--- config.mk ---
export PLATFORM = sky130hd
export DESIGN_NAME = m68k_opcode_class_decoder
export DESIGN_NICKNAME = d
export VERILOG_FILES = /design/src/m68kocd_pkg.sv /design/src/m68k_opcode_class_decoder.sv /design/src/m68kocd_match.sv
export SDC_FILE = /design/constraint.sdc
export NUM_CORES = 1
export LEC_CHECK = 0
export ABC_AREA = 1
export BUFFER_PORTS_ARGS = -buffer_cell sky130_fd_sc_hd__buf_2
export CAP_MARGIN = 20
export CORE_UTILIZATION = 25
export CTS_CLUSTER_DIAMETER = 120
export CTS_CLUSTER_SIZE = 25
export DETAILED_ROUTE_END_ITERATION = 7
export PLACE_DENSITY = 0.49
export SETUP_SLACK_MARGIN = 0.4
export SLEW_MARGIN = 20
export SYNTH_ARGS = -nofsm -noshare
export SYNTH_HDL_FRONTEND = slang
export SYNTH_SLANG_ARGS = --single-unit
--- constraint.sdc ---
create_clock -name i_clk -period 3.6 [get_ports i_clk]
set_input_delay 0.72 -clock i_clk [delete_from_list [all_inputs] [get_ports i_clk]]
set_output_delay 0.72 -clock i_clk [all_outputs]
set_load 0.01 [all_outputs]
--- src/m68kocd_pkg.sv ---
// Package: rule table, widths and class codes for the opcode class decoder.
`default_nettype none
package m68kocd_pkg;
    localparam int RULE_COUNT  = 173;
    localparam int WORD_W      = 16;
    localparam int IDX_W       = 8;
    localparam int CLS_W       = 6;
    localparam int OP_W        = 6;
    localparam logic [CLS_W-1:0] CLS_INVALID = 6'd61;
    localparam logic [CLS_W-1:0] CLS_RET     = 6'd32;
    localparam logic [CLS_W-1:0] CLS_RETARG  = 6'd33;
    localparam logic [CLS_W-1:0] CLS_BRA     = 6'd44;
    localparam logic [OP_W-1:0]  OP_NONE     = 6'd0;

    typedef struct packed {
        logic [WORD_W-1:0] care;
        logic [WORD_W-1:0] want;
        logic [CLS_W-1:0]  cls;
        logic [OP_W-1:0]   op;
    } t_rule;

    typedef struct packed {
        logic [IDX_W-1:0] idx;
        logic [CLS_W-1:0] cls;
        logic [OP_W-1:0]  op;
        logic             valid;
        logic             ends;
    } t_dec;

    localparam t_rule RULES [RULE_COUNT] = '{
        '{16'hffff,16'h003c,6'd0,6'd0},'{16'hffff,16'h007c,6'd1,6'd0},
        '{16'hff00,16'h0000,6'd2,6'd1},
        '{16'hffff,16'h023c,6'd0,6'd0},'{16'hffff,16'h027c,6'd1,6'd0},
        '{16'hff00,16'h0200,6'd2,6'd2},
        '{16'hff00,16'h0400,6'd2,6'd3},'{16'hfff0,16'h06c0,6'd3,6'd0},
        '{16'hffc0,16'h06c0,6'd4,6'd0},'{16'hff00,16'h0600,6'd2,6'd4},
        '{16'hf9c0,16'h00c0,6'd5,6'd0},'{16'hffff,16'h0a3c,6'd0,6'd0},
        '{16'hffff,16'h0a7c,6'd1,6'd0},'{16'hff00,16'h0a00,6'd2,6'd5},
        '{16'hff00,16'h0c00,6'd2,6'd6},'{16'hffc0,16'h0800,6'd6,6'd0},
        '{16'hffc0,16'h0840,6'd6,6'd0},'{16'hffc0,16'h0880,6'd6,6'd0},
        '{16'hffc0,16'h08c0,6'd6,6'd0},
        '{16'hff00,16'h0e00,6'd7,6'd0},'{16'hf9ff,16'h08fc,6'd8,6'd0},
        '{16'hf9c0,16'h08c0,6'd9,6'd0},
        '{16'hf1c0,16'h0100,6'd10,6'd0},'{16'hf1c0,16'h0140,6'd10,6'd0},
        '{16'hf1c0,16'h0180,6'd10,6'd0},'{16'hf138,16'h0108,6'd11,6'd0},
        '{16'hf000,16'h1000,6'd12,6'd0},'{16'hf1c0,16'h2040,6'd13,6'd0},
        '{16'hf000,16'h2000,6'd13,6'd0},'{16'hf1c0,16'h3040,6'd14,6'd0},
        '{16'hf000,16'h3000,6'd14,6'd0},
        '{16'hffc0,16'h40c0,6'd15,6'd0},'{16'hffc0,16'h42c0,6'd16,6'd0},
        '{16'hff00,16'h4000,6'd17,6'd0},'{16'hff00,16'h4200,6'd17,6'd7},
        '{16'hffc0,16'h44c0,6'd18,6'd0},'{16'hff00,16'h4400,6'd17,6'd8},
        '{16'hffc0,16'h46c0,6'd19,6'd0},'{16'hff00,16'h4600,6'd17,6'd9},
        '{16'hffb8,16'h4880,6'd20,6'd10},'{16'hffb8,16'h4980,6'd20,6'd11},
        '{16'hfff8,16'h4808,6'd21,6'd0},'{16'hffc0,16'h4800,6'd22,6'd0},
        '{16'hfff8,16'h4840,6'd23,6'd0},'{16'hfff8,16'h4848,6'd24,6'd0},
        '{16'hffc0,16'h4840,6'd25,6'd0},
        '{16'hffff,16'h4afa,6'd26,6'd0},'{16'hffff,16'h4afc,6'd26,6'd0},
        '{16'hffc0,16'h4ac0,6'd22,6'd0},'{16'hff00,16'h4a00,6'd17,6'd12},
        '{16'hffc0,16'h4c00,6'd27,6'd13},'{16'hffc0,16'h4c40,6'd27,6'd14},
        '{16'hfff0,16'h4e40,6'd28,6'd0},'{16'hfff8,16'h4e50,6'd21,6'd0},
        '{16'hfff8,16'h4e58,6'd29,6'd0},'{16'hfff8,16'h4e60,6'd30,6'd0},
        '{16'hffff,16'h4e70,6'd26,6'd0},'{16'hffff,16'h4e71,6'd26,6'd0},
        '{16'hffff,16'h4e72,6'd31,6'd0},'{16'hffff,16'h4e73,6'd32,6'd0},
        '{16'hffff,16'h4e74,6'd33,6'd0},'{16'hffff,16'h4e75,6'd32,6'd15},
        '{16'hffff,16'h4e76,6'd26,6'd0},'{16'hffff,16'h4e77,6'd32,6'd0},
        '{16'hfffe,16'h4e7a,6'd34,6'd0},'{16'hffc0,16'h4e80,6'd22,6'd16},
        '{16'hffc0,16'h4ec0,6'd35,6'd0},'{16'hfb80,16'h4880,6'd36,6'd0},
        '{16'hf1c0,16'h41c0,6'd37,6'd0},'{16'hf040,16'h4040,6'd38,6'd0},
        '{16'hfff8,16'h50c8,6'd39,6'd0},'{16'hfff8,16'h51c8,6'd39,6'd0},
        '{16'hfff8,16'h52c8,6'd39,6'd0},'{16'hfff8,16'h53c8,6'd39,6'd0},
        '{16'hfff8,16'h54c8,6'd39,6'd0},'{16'hfff8,16'h55c8,6'd39,6'd0},
        '{16'hfff8,16'h56c8,6'd39,6'd0},'{16'hfff8,16'h57c8,6'd39,6'd0},
        '{16'hfff8,16'h58c8,6'd39,6'd0},'{16'hfff8,16'h59c8,6'd39,6'd0},
        '{16'hfff8,16'h5ac8,6'd39,6'd0},'{16'hfff8,16'h5bc8,6'd39,6'd0},
        '{16'hfff8,16'h5cc8,6'd39,6'd0},'{16'hfff8,16'h5dc8,6'd39,6'd0},
        '{16'hfff8,16'h5ec8,6'd39,6'd0},'{16'hfff8,16'h5fc8,6'd39,6'd0},
        '{16'hf0ff,16'h50fa,6'd40,6'd0},'{16'hf0ff,16'h50fb,6'd41,6'd0},
        '{16'hf0ff,16'h50fc,6'd26,6'd0},
        '{16'hffc0,16'h50c0,6'd42,6'd0},'{16'hffc0,16'h51c0,6'd42,6'd0},
        '{16'hffc0,16'h52c0,6'd42,6'd17},'{16'hffc0,16'h53c0,6'd42,6'd18},
        '{16'hffc0,16'h54c0,6'd42,6'd19},'{16'hffc0,16'h55c0,6'd42,6'd20},
        '{16'hffc0,16'h56c0,6'd42,6'd21},'{16'hffc0,16'h57c0,6'd42,6'd22},
        '{16'hffc0,16'h58c0,6'd42,6'd0},'{16'hffc0,16'h59c0,6'd42,6'd0},
        '{16'hffc0,16'h5ac0,6'd42,6'd0},'{16'hffc0,16'h5bc0,6'd42,6'd0},
        '{16'hffc0,16'h5cc0,6'd42,6'd23},'{16'hffc0,16'h5dc0,6'd42,6'd24},
        '{16'hffc0,16'h5ec0,6'd42,6'd25},'{16'hffc0,16'h5fc0,6'd42,6'd26},
        '{16'hf100,16'h5000,6'd43,6'd4},'{16'hf100,16'h5100,6'd43,6'd3},
        '{16'hff00,16'h6000,6'd44,6'd0},'{16'hff00,16'h6100,6'd45,6'd0},
        '{16'hff00,16'h6200,6'd45,6'd17},'{16'hff00,16'h6300,6'd45,6'd18},
        '{16'hff00,16'h6400,6'd45,6'd19},'{16'hff00,16'h6500,6'd45,6'd20},
        '{16'hff00,16'h6600,6'd45,6'd21},'{16'hff00,16'h6700,6'd45,6'd22},
        '{16'hff00,16'h6800,6'd45,6'd0},'{16'hff00,16'h6900,6'd45,6'd0},
        '{16'hff00,16'h6a00,6'd45,6'd0},'{16'hff00,16'h6b00,6'd45,6'd0},
        '{16'hff00,16'h6c00,6'd45,6'd23},'{16'hff00,16'h6d00,6'd45,6'd24},
        '{16'hff00,16'h6e00,6'd45,6'd25},'{16'hff00,16'h6f00,6'd45,6'd26},
        '{16'hf100,16'h7000,6'd46,6'd0},'{16'hf1c0,16'h80c0,6'd47,6'd27},
        '{16'hf1c0,16'h81c0,6'd47,6'd28},
        '{16'hf1f0,16'h8100,6'd48,6'd0},'{16'hf1f0,16'h8140,6'd49,6'd0},
        '{16'hf1f0,16'h8180,6'd49,6'd0},
        '{16'hf000,16'h8000,6'd50,6'd1},'{16'hf0c0,16'h90c0,6'd51,6'd3},
        '{16'hf130,16'h9100,6'd52,6'd0},'{16'hf000,16'h9000,6'd50,6'd3},
        '{16'hf000,16'ha000,6'd53,6'd0},
        '{16'hf0c0,16'hb0c0,6'd51,6'd6},'{16'hf138,16'hb108,6'd54,6'd0},
        '{16'hf100,16'hb000,6'd50,6'd6},'{16'hf000,16'hb000,6'd50,6'd5},
        '{16'hf1c0,16'hc0c0,6'd47,6'd29},'{16'hf1c0,16'hc1c0,6'd47,6'd30},
        '{16'hf1f0,16'hc100,6'd48,6'd0},
        '{16'hf1f8,16'hc140,6'd55,6'd0},'{16'hf1f8,16'hc148,6'd55,6'd0},
        '{16'hf1f8,16'hc188,6'd55,6'd0},
        '{16'hf000,16'hc000,6'd50,6'd2},'{16'hf0c0,16'hd0c0,6'd51,6'd4},
        '{16'hf130,16'hd100,6'd52,6'd0},'{16'hf000,16'hd000,6'd50,6'd4},
        '{16'hffc0,16'he0c0,6'd56,6'd31},'{16'hffc0,16'he1c0,6'd56,6'd32},
        '{16'hffc0,16'he2c0,6'd56,6'd33},'{16'hffc0,16'he3c0,6'd56,6'd32},
        '{16'hffc0,16'he4c0,6'd56,6'd0},'{16'hffc0,16'he5c0,6'd56,6'd0},
        '{16'hffc0,16'he6c0,6'd56,6'd0},'{16'hffc0,16'he7c0,6'd56,6'd0},
        '{16'hffc0,16'he8c0,6'd57,6'd0},'{16'hffc0,16'he9c0,6'd58,6'd0},
        '{16'hffc0,16'heac0,6'd57,6'd0},'{16'hffc0,16'hebc0,6'd58,6'd0},
        '{16'hffc0,16'hecc0,6'd57,6'd34},'{16'hffc0,16'hedc0,6'd58,6'd0},
        '{16'hffc0,16'heec0,6'd57,6'd35},'{16'hffc0,16'hefc0,6'd59,6'd0},
        '{16'hf118,16'he000,6'd60,6'd31},'{16'hf118,16'he100,6'd60,6'd32},
        '{16'hf118,16'he008,6'd60,6'd33},'{16'hf118,16'he108,6'd60,6'd32},
        '{16'hf118,16'he010,6'd60,6'd0},'{16'hf118,16'he110,6'd60,6'd0},
        '{16'hf118,16'he018,6'd60,6'd0},'{16'hf118,16'he118,6'd60,6'd0},
        '{16'hf000,16'hf000,6'd53,6'd0}
    };
endpackage
`default_nettype wire

--- src/m68k_opcode_class_decoder.sv ---
// Top level: 68020 first opcode word class decoder.
// One request per cycle unless o_stall is high; the word is captured in an input
// register, matched against the 173-rule table and the answer held in a result
// register. The rule match is the only logic between the registers. A stall on the
// output is absorbed by a skid register, so the input stalls only when both the
// result and skid registers hold requests.
`default_nettype none
module m68k_opcode_class_decoder (
    input  wire logic        i_clk,
    input  wire logic        i_rst_n,
    input  wire logic        i_valid,
    output logic             o_stall,
    input  wire logic [15:0] i_instr_word,
    output logic             o_valid,
    input  wire logic        i_stall,
    output logic [7:0]       o_entry_index,
    output logic [5:0]       o_operand_class,
    output logic [5:0]       o_expr_op,
    output logic             o_is_valid,
    output logic             o_ends_block
);
    logic                               r_in_v;
    logic [m68kocd_pkg::WORD_W-1:0]     r_word;
    logic                               r_out_v;
    m68kocd_pkg::t_dec                  r_out;
    logic                               r_skid_v;
    m68kocd_pkg::t_dec                  r_skid;
    m68kocd_pkg::t_dec                  dec;
    logic                               out_take;
    logic                               in_take;
    logic                               mid_move;

    m68kocd_match u_match (.i_word(r_word), .o_dec(dec));

    assign out_take = r_out_v && !i_stall;
    // middle stage advances if the output slot frees up or skid empty
    assign mid_move = r_in_v && (!r_out_v || out_take || !r_skid_v);
    assign o_stall  = r_skid_v;
    assign in_take  = i_valid && !o_stall;

    always_ff @(posedge i_clk) begin
        if (!i_rst_n) begin
            r_in_v   <= 1'b0;
            r_out_v  <= 1'b0;
            r_skid_v <= 1'b0;
        end else begin
            // input stage loads a taken word, else empties when the middle stage advances
            if (in_take) begin
                r_in_v <= 1'b1;
                r_word <= i_instr_word;
            end else if (mid_move) begin
                r_in_v <= 1'b0;
            end
            if (!r_out_v || out_take) begin
                if (r_skid_v) begin
                    r_out    <= r_skid;
                    r_out_v  <= 1'b1;
                    r_skid_v <= 1'b0;
                    if (mid_move) begin
                        r_skid   <= dec;
                        r_skid_v <= 1'b1;
                    end
                end else begin
                    r_out_v <= mid_move;
                    r_out   <= dec;
                end
            end else if (mid_move) begin
                r_skid   <= dec;
                r_skid_v <= 1'b1;
            end
        end
    end

    assign o_valid         = r_out_v;
    assign o_entry_index   = r_out.idx;
    assign o_operand_class = r_out.cls;
    assign o_expr_op       = r_out.op;
    assign o_is_valid      = r_out.valid;
    assign o_ends_block    = r_out.ends;

    a_skid_needs_out: assert property (@(posedge i_clk) disable iff (!i_rst_n)
        r_skid_v |-> r_out_v) else $error("skid full with empty output");
    a_valid_idx: assert property (@(posedge i_clk) disable iff (!i_rst_n)
        r_out_v && r_out.valid |-> r_out.idx < 8'd173) else $error("bad index");
    a_invalid_cls: assert property (@(posedge i_clk) disable iff (!i_rst_n)
        r_out_v && !r_out.valid |-> r_out.cls == m68kocd_pkg::CLS_INVALID
        && !r_out.ends) else $error("invalid result fields");
    a_in_drains: assert property (@(posedge i_clk) disable iff (!i_rst_n)
        r_in_v && !r_skid_v |=> !(r_in_v && $stable(r_word)) || $past(in_take))
        else $error("input stage stuck");
endmodule
`default_nettype wire

--- src/m68kocd_match.sv ---
// Priority match of one word against the rule table.
`default_nettype none
module m68kocd_match (
    input  wire logic [m68kocd_pkg::WORD_W-1:0] i_word,
    output m68kocd_pkg::t_dec                   o_dec
);
    logic [m68kocd_pkg::RULE_COUNT-1:0] hit;

    always_comb begin
        for (int i = 0; i < m68kocd_pkg::RULE_COUNT; i++) begin
            hit[i] = (i_word & m68kocd_pkg::RULES[i].care) == m68kocd_pkg::RULES[i].want;
        end
    end

    // lowest-index matching rule wins: scan from the back
    always_comb begin
        o_dec.idx   = m68kocd_pkg::IDX_W'(m68kocd_pkg::RULE_COUNT);
        o_dec.cls   = m68kocd_pkg::CLS_INVALID;
        o_dec.op    = m68kocd_pkg::OP_NONE;
        o_dec.valid = 1'b0;
        for (int i = m68kocd_pkg::RULE_COUNT - 1; i >= 0; i--) begin
            if (hit[i]) begin
                o_dec.idx   = m68kocd_pkg::IDX_W'(i);
                o_dec.cls   = m68kocd_pkg::RULES[i].cls;
                o_dec.op    = m68kocd_pkg::RULES[i].op;
                o_dec.valid = 1'b1;
            end
        end
        o_dec.ends = (o_dec.cls == m68kocd_pkg::CLS_RET) ||
                     (o_dec.cls == m68kocd_pkg::CLS_RETARG) ||
                     (o_dec.cls == m68kocd_pkg::CLS_BRA);
    end
endmodule
`default_nettype wire
==> results of run 1 <==
[cells by family (layout without fill, tap and decap cells)]
group / count (synthesis) / in the layout / share of synthesized area
buffers and inverters: 252 / 808 / 0.137
flip-flops: 63 / 63 / 0.260
AO/OA/AOI/OAI: 168 / 168 / 0.142
AND/OR/NAND/NOR: 749 / 749 / 0.462
[cell type report]
class / instances / area share
repair buffers: 557 / 0.323
inverters: 235 / 0.0697
well taps: 378 / 0.0363
multi-input cells: 917 / 0.404
clock inverters: 7 / 0.00615
clock buffers: 9 / 0.0173
flip-flops and latches: 63 / 0.143
[metal layers]
layer | part of all wire | vias up | track usage
met1 | 0.45 | 5113 | 0.393
met3 | 0.067 | 78 | 0.0345
met2 | 0.45 | 480 | 0.468
met4 | 0.028 | 0 | 0.0885
li1 | - | 5199 | -
met5 | 0 | - | 0
[critical path: cells and delay by family (launching register included)]
kind / cells / cell delay [ps]
flip-flops: 1 / 420
buffers and inverters: 4 / 550
AO/OA/AOI/OAI: 7 / 690
AND/OR/NAND/NOR: 38 / 3220
[timing repair]
item | CTS | global route
pin swaps | 68 | 30
buffers inserted | 48 | 10
resized for setup | 222 | 52
gates cloned | 0 | 0
setup endpoints to repair | 42 | 42
[through the flow]
step | hold slack, ps | instance area (sq um)
final | 483 | 13000
after detailed placement | 479 | 11300
after floorplan | 459 | 7260
after global routing | 525 | 13000
after global placement | 472 | 11300
after CTS | 486 | 12700
[flip-flops by register name, indices dropped and copies added, names as in the netlist, 6 cells and up]
| name | cells |
|---|---|
| o_expr_op | 6 |
| r_word | 16 |
| r_skid | 22 |
| o_operand_class | 6 |
| o_entry_index | 8 |
[layout by cell type (no fill, tap or decap), types with 3 or more instances in the layout]
| cell type | n |
|---|---|
| nand2_1 | 226 |
| o21ai_1 | 21 |
| dfxtp_1 | 3 |
| inv_1 | 200 |
| nand2_4 | 8 |
| o2111ai_1 | 3 |
| o211ai_1 | 7 |
| nand2_2 | 23 |
| a21oi_1 | 27 |
| o31ai_1 | 4 |
| nand3b_1 | 4 |
| nor2_1 | 210 |
| a31oi_1 | 9 |
| nor3_2 | 16 |
| a311oi_2 | 3 |
| buf_2 | 43 |
| nor2_2 | 43 |
| clkbuf_16 | 9 |
| nor2_4 | 21 |
| o2111ai_2 | 4 |
| o21ai_0 | 18 |
| nor4_2 | 5 |
| nor3_1 | 46 |
| inv_2 | 23 |
| buf_4 | 483 |
| edfxtp_1 | 60 |
| inv_4 | 10 |
| nand4_1 | 32 |
| nor4_1 | 18 |
| nand3_2 | 18 |
| a21oi_2 | 28 |
| o22ai_1 | 4 |
| nor4_4 | 3 |
| buf_6 | 29 |
| nand3_1 | 64 |
| o21ai_2 | 10 |
[cell usage after synthesis (3+ instances only)]
| master | count |
|---|---|
| o21ai_1 | 11 |
| a31oi_1 | 11 |
| nand2_1 | 249 |
| nor3_2 | 5 |
| clkbuf_1 | 10 |
| dfxtp_1 | 3 |
| nor2_1 | 264 |
| nor4b_1 | 3 |
| a21oi_1 | 56 |
| a311oi_1 | 3 |
| o2111ai_1 | 8 |
| nand3b_1 | 4 |
| nor3_1 | 59 |
| inv_2 | 11 |
| o31ai_1 | 5 |
| clkinv_1 | 3 |
| buf_4 | 4 |
| nand3_1 | 83 |
| nand4_1 | 32 |
| o41ai_1 | 3 |
| nor4_1 | 24 |
| inv_1 | 220 |
| o22ai_1 | 5 |
| edfxtp_1 | 60 |
| a21boi_0 | 3 |
| nor2_2 | 6 |
| nor2_4 | 4 |
| o21ai_0 | 38 |
| nand2_2 | 6 |
| o211ai_1 | 7 |
[power by group]
part / leakage [nW] / internal [mW] / switching, mW
Combinational: 5.72 / 0.302 / 0.411
Sequential: 0.593 / 0.850 / 0.0127
Clock: 0.143 / 0.545 / 0.435
[worst max-delay path by stage]
stage,depth (start not counted),endpoint,slack (ps),from
finish,49,o_entry_index[1]$_DFFE_PP_,-1520,r_word[12]$_DFFE_PP_
global route,54,o_entry_index[0]$_DFFE_PP_,-2000,r_word[8]$_DFFE_PP_
CTS,52,o_entry_index[0]$_DFFE_PP_,-1420,r_word[13]$_DFFE_PP_
detailed placement,48,o_entry_index[1]$_DFFE_PP_,-1600,r_word[8]$_DFFE_PP_
global placement,50,o_entry_index[1]$_DFFE_PP_,-1630,r_word[13]$_DFFE_PP_
floorplan,48,o_entry_index[1]$_DFFE_PP_,-240,r_word[10]$_DFFE_PP_
==> metrics.md, run 1 <==
| Metric | Value |
|---|---|
| Failing checks | negative setup slack |
| Asr flop ratio synth | 0 |
| Yosys top cell by area | edfxtp_1 |
| Num ports | 44 |
| Number of synthesized flops with an enable pin | 60 |
| CP Class | register to register |
| Longest Clk Path Bufs | 2 |
| Outcome | finished with violations |
| Worst hold path class | register to register |
| Post-route antenna net violation count | 0 |
| Area delta synth->final | 81.6% |
| Pre-CTS WS | -1600 ps |
| Most used cell, CP | nand2_1 |
| Port buffer count | 43 |
| Starting Density | 0.256 |
| WP data required | 3710 ps |
| GRT Total Usage | 0.287 |
| Synth top area share | 0.251 |
| Inst Count DP | 2092 |
| Final #Nets | 1803 |
| RSZ-0062 raised after global routing | true |
| DRC errors left | 0 |
| WP data arrival | 5230 ps |
| CP Max Fanout | 3 |
| Die height | 171 microns |
| DR pass1 iterations | 5 |
| Via count of the first global-routing pass | 10649 |
| CP endpoint kind | register |
| Vias per cell | around 5 |
| Clock Pin Slew Worst Setup and Hold Paths | around 80 ps |
| R2r startpoint | r_word[12]$_DFFE_PP_ |
| Flops & latches, synth | 63 |
| Library cells used by synthesis | 54 |
| Routed length per instance | 19.0 microns |
| Max-slew headroom | 0.555 |
| DIE WIDTH | 171 microns |
| Via count | 10870 |
| F_max | 0.195 GHz |
| Final setup vio count | 31 |
| RD Place Congestion | 1.01 |
| Hold EP | o_stall$_SDFFE_PN0P_ |
| Max rail drop VDD | 0.209 mV |
| Final min period | 5120 ps |
| Largest net degree at the start of global routing | 31 |
| Post-synthesis sequential area ratio | 0.260 |
| Leakage | 6.46 nW |
| Syn Std Cell Area | 7170 sq um |
| Root Driver | clkbuf_16 |
| Layout cells sized above 1 | 0.456 |
| Footprint of the multi-input gates | 5270 sq um |
| First-pass GRT wire length | 62.6 mm |
| Mean area per synthesized cell | slightly below 6 sq um |
| Top cells by area, synth | edfxtp_1 (25%), nor2_1 (14%), nand2_1 (13%) |
| Hold depth | 2 |
| CTS tree | yes |
| Final Hold Fails | 0 |
| Setup Total Neg Slack | -19860 ps |
| PD cells | 196 nW/um^2 |
| Fill count | 2939 |
| ANT cells | 0 |
| R2R Setup Slk | -1520 ps |
| Core area | between 20000 and 30000 sq um |
| Tot Pwr | 2.55 mW |
| # rows | 61 |
| Post-Route Utilization | 0.465 |
| Antenna violations before repair | 0 |
| Cts bufs inserted | 9 |
| CP max stage cell | edfxtp_1 |
| Syn Inst Count | 1232 |
| Fin cells | 2166 |
| Initial detailed-routing violation count | 908 |
| Slew Viols, Final | 0 |
| HP Start | r_in_v$_SDFFE_PN0P_ |
| Ys flop type | edfxtp_1 |
| H-tree depth | 3 |
| Die ar. | 29400 sq um |
| CTS Hold Buffers Added | 0 |
| Max Cap Viol | 0 |
| Final Cycle Share | 1.42 |
| Setup slack after layout | -1520 ps |
| Worst skew pair latency | 370 ps |
| CP max stage delay | 420 ps |
| Ys Warns | 0 |
| Grt ovf | 0 |
| Post-Route WL | 41.1 mm |
| Clk_skew | ~19 ps |
| Reg area | ~1900 sq um |
| Startpoint types | register |
| Worst-Margin Slew | 661 ps |
| R2R cell count | 49 |
| Syn nets | between 1000 and 1500 |
| Reg2reg end | o_entry_index[1]$_DFFE_PP_ |
| Clk sinks | 63 |
| Hpwl dp | between 30 and 40 mm |
Note: power is estimated with default switching activity, not from simulation.
==> run 2, diff against run 1 <==
--- a/config.mk
+++ b/config.mk
@@ -8,7 +8,9 @@
 export ABC_AREA = 1
 export BUFFER_PORTS_ARGS = -buffer_cell sky130_fd_sc_hd__buf_2
 export CAP_MARGIN = 20
+export CORE_MARGIN = 2
 export CORE_UTILIZATION = 25
+export CTS_BUF_LIST = sky130_fd_sc_hd__clkbuf_8
 export CTS_CLUSTER_DIAMETER = 120
 export CTS_CLUSTER_SIZE = 25
 export DETAILED_ROUTE_END_ITERATION = 7
==> metrics.md, run 2 (synthesis results as in run 1) <==
| Metric | Value |
|---|---|
| Worst skew pair latency | 380 ps (about the same) |
| Final #Nets | 1862 (+3.3%) |
| Largest net degree at the start of global routing | 31 (unchanged) |
| Area delta synth->final | 91.0% |
| Grt ovf | 0 (unchanged) |
| Max-slew headroom | 0.527 (-0.0284) |
| HP Start | r_in_v$_SDFFE_PN0P_ |
| CP max stage delay | 440 ps (+20 ps) |
| Post-route antenna net violation count | 0 (unchanged) |
| Leakage | 6.81 nW (+5.4%) |
| Starting Density | 0.256 (unchanged) |
| Tot Pwr | 2.38 mW (-6.9%) |
| Setup Total Neg Slack | -28510 ps (-8650 ps) |
| Worst hold path class | register to register |
| Routed length per instance | 19.5 microns (+3.0%) |
| DR pass1 iterations | 5 (unchanged) |
| CP endpoint kind | register |
| Clock Pin Slew Worst Setup and Hold Paths | 90 ps (about the same) |
| Setup slack after layout | -1630 ps (-103 ps) |
| Final Cycle Share | 1.45 (+0.0287) |
| CTS Hold Buffers Added | 0 (unchanged) |
| WP data arrival | 5480 ps (+250 ps) |
| Cts bufs inserted | 9 (unchanged) |
| CP startpoint | r_word[13]$_DFFE_PP_ |
| Initial detailed-routing violation count | 946 (+4.2%) |
| Port buffer count | 43 (unchanged) |
| RSZ-0062 raised after global routing | true |
| R2R cell count | 53 (+8.2%) |
| Clk sinks | 63 (unchanged) |
| First-pass GRT wire length | 64.5 mm (+3.0%) |
| Worst hold margin | 485 ps (+1.91 ps) |
| Layout cells sized above 1 | 0.483 (+0.0271) |
| Slew Viols, Final | 0 (unchanged) |
| Hpwl dp | 35.4 mm (+3.1%) |
| Outcome | finished with violations |
| CP max stage cell | edfxtp_1 |
| Hold EP | o_stall$_SDFFE_PN0P_ |
| Longest Clk Path Bufs | 2 (unchanged) |
| H-tree depth | 3 (unchanged) |
| Critical path buffers and inverters | 3 (-1) |
| Num ports | 44 (unchanged) |
| DRC errors left | 0 (unchanged) |
| CTS tree | yes |
| Commonest non-fill, non-tap cell in the layout | buf_4 |
| F_max | 0.191 GHz (-2.0%) |
| Post-Route WL | 43.5 mm (+5.8%) |
| Worst-Margin Slew | 704 ps (+42.2 ps) |
| Reg2reg end | o_entry_index[0]$_DFFE_PP_ |
| Vias per cell | 4.99 (-0.61%) |
| Failing checks | negative setup slack |
| R2R Setup Slk | -1630 ps (-100 ps) |
| Core area | 28000 sq um (unchanged) |
| Top reg by flops | r_skid |
| GRT Total Usage | 0.282 (-0.00446) |
| Hold depth | 2 (unchanged) |
| Most frequent cells in the layout | buf_4 (515), nand2_1 (216), nor2_1 (210) |
| RD Place Congestion | 1.01 (+0.38%) |
| Max rail drop VDD | 0.157 mV (-25%) |
| CP top delay family | simple AND/OR/NAND/NOR gates |
| Antenna violations before repair | 0 (unchanged) |
| DIE WIDTH | 173 microns (+1.2%) |
| WP data required | 3850 ps (+140 ps) |
| Design area | 13700 sq um (+5.2%) |
| Max Cap Viol | 0 (unchanged) |
| Clk_skew | 15.5 ps (-3.52 ps) |
| Die height | 173 microns (+1.2%) |
| Startpoint types | register |
| Max reg flops | 22 (unchanged) |
| Via count of the first global-routing pass | 10669 (+0.19%) |
| Via count | 11098 (+2.1%) |
| # rows | 61 (unchanged) |
| CP Max Fanout | 5 (+2) |
| PD cells | 174 nW/um^2 (-12%) |
| Most used cell, CP | nand2_1 |
| Final Hold Fails | 0 (unchanged) |
| Die ar. | 30000 sq um (+2.3%) |
| CP Class | register to register |
| Final setup vio count | 39 (+26%) |
| Root Driver | clkbuf_8 |
| ANT cells | 0 (unchanged) |
| R2r startpoint | r_word[13]$_DFFE_PP_ |
| Post-placement cell area | 11300 sq um (+0.40%) |
| Final min period | 5230 ps (+103 ps) |
-- run 2: timing repair --
item | 4_1_cts | 5_1_grt
pin swaps | 55 | 74
setup endpoints to repair | 42 | 42
gates resized for setup | 229 | 115
setup buffers | 81 | 30
-- run 2: worst max-delay path by stage --
stage                                  to  depth (start not counted)
3_5_place_dp   o_entry_index[0]$_DFFE_PP_                         55
3_3_place_gp   o_entry_index[0]$_DFFE_PP_                         55
5_1_grt        o_entry_index[0]$_DFFE_PP_                         53
4_1_cts        o_entry_index[0]$_DFFE_PP_                         52
2_1_floorplan  o_entry_index[1]$_DFFE_PP_                         48
6_report       o_entry_index[0]$_DFFE_PP_                         53
-- run 2: metrics by stage --
stage	utilization	setup WS, ps	instances
3_5_place_dp	0.405	-1670	2098
5_1_grt	0.489	-2010	2225
2_1_floorplan	-	-240	1232
3_3_place_gp	0.405	-1700	2098
4_1_cts	0.465	-1540	2195
6_report	0.489	-1630	2225
-- run 2: area by class of cell --
type | instances | area [sq um]
Multi-Input combinational cell | 917 | 5440
Fill cell | 2890 | 14300
Timing Repair Buffer | 616 | 4780
Sequential cell | 63 | 1860
Tap cell | 378 | 473
Inverter | 235 | 912
Clock buffer | 9 | 124
Clock inverter | 7 | 103
-- run 2: worst min-delay path: cells and delay by family (launching register included) --
family,cells,cell delay (ps)
AOI/OAI and AO/OA,1,60
buffers and inverters,1,60
DFF,1,330
-- run 2: routing by layer --
metal	part of all wire	global-route usage	up-vias
met2	0.45	0.456	444
met4	0.032	0.0844	0
met5	0	0	-
met3	0.078	0.0461	92
li1	-	-	5308
met1	0.44	0.387	5254
-- run 2: power by group --
part	leakage, nW	internal, mW	switching, mW	total [mW]
registers	0.593	0.849	0.0127	0.862
logic	6.10	0.328	0.427	0.755
clock network	0.111	0.399	0.362	0.761
total	6.81	1.58	0.802	2.38
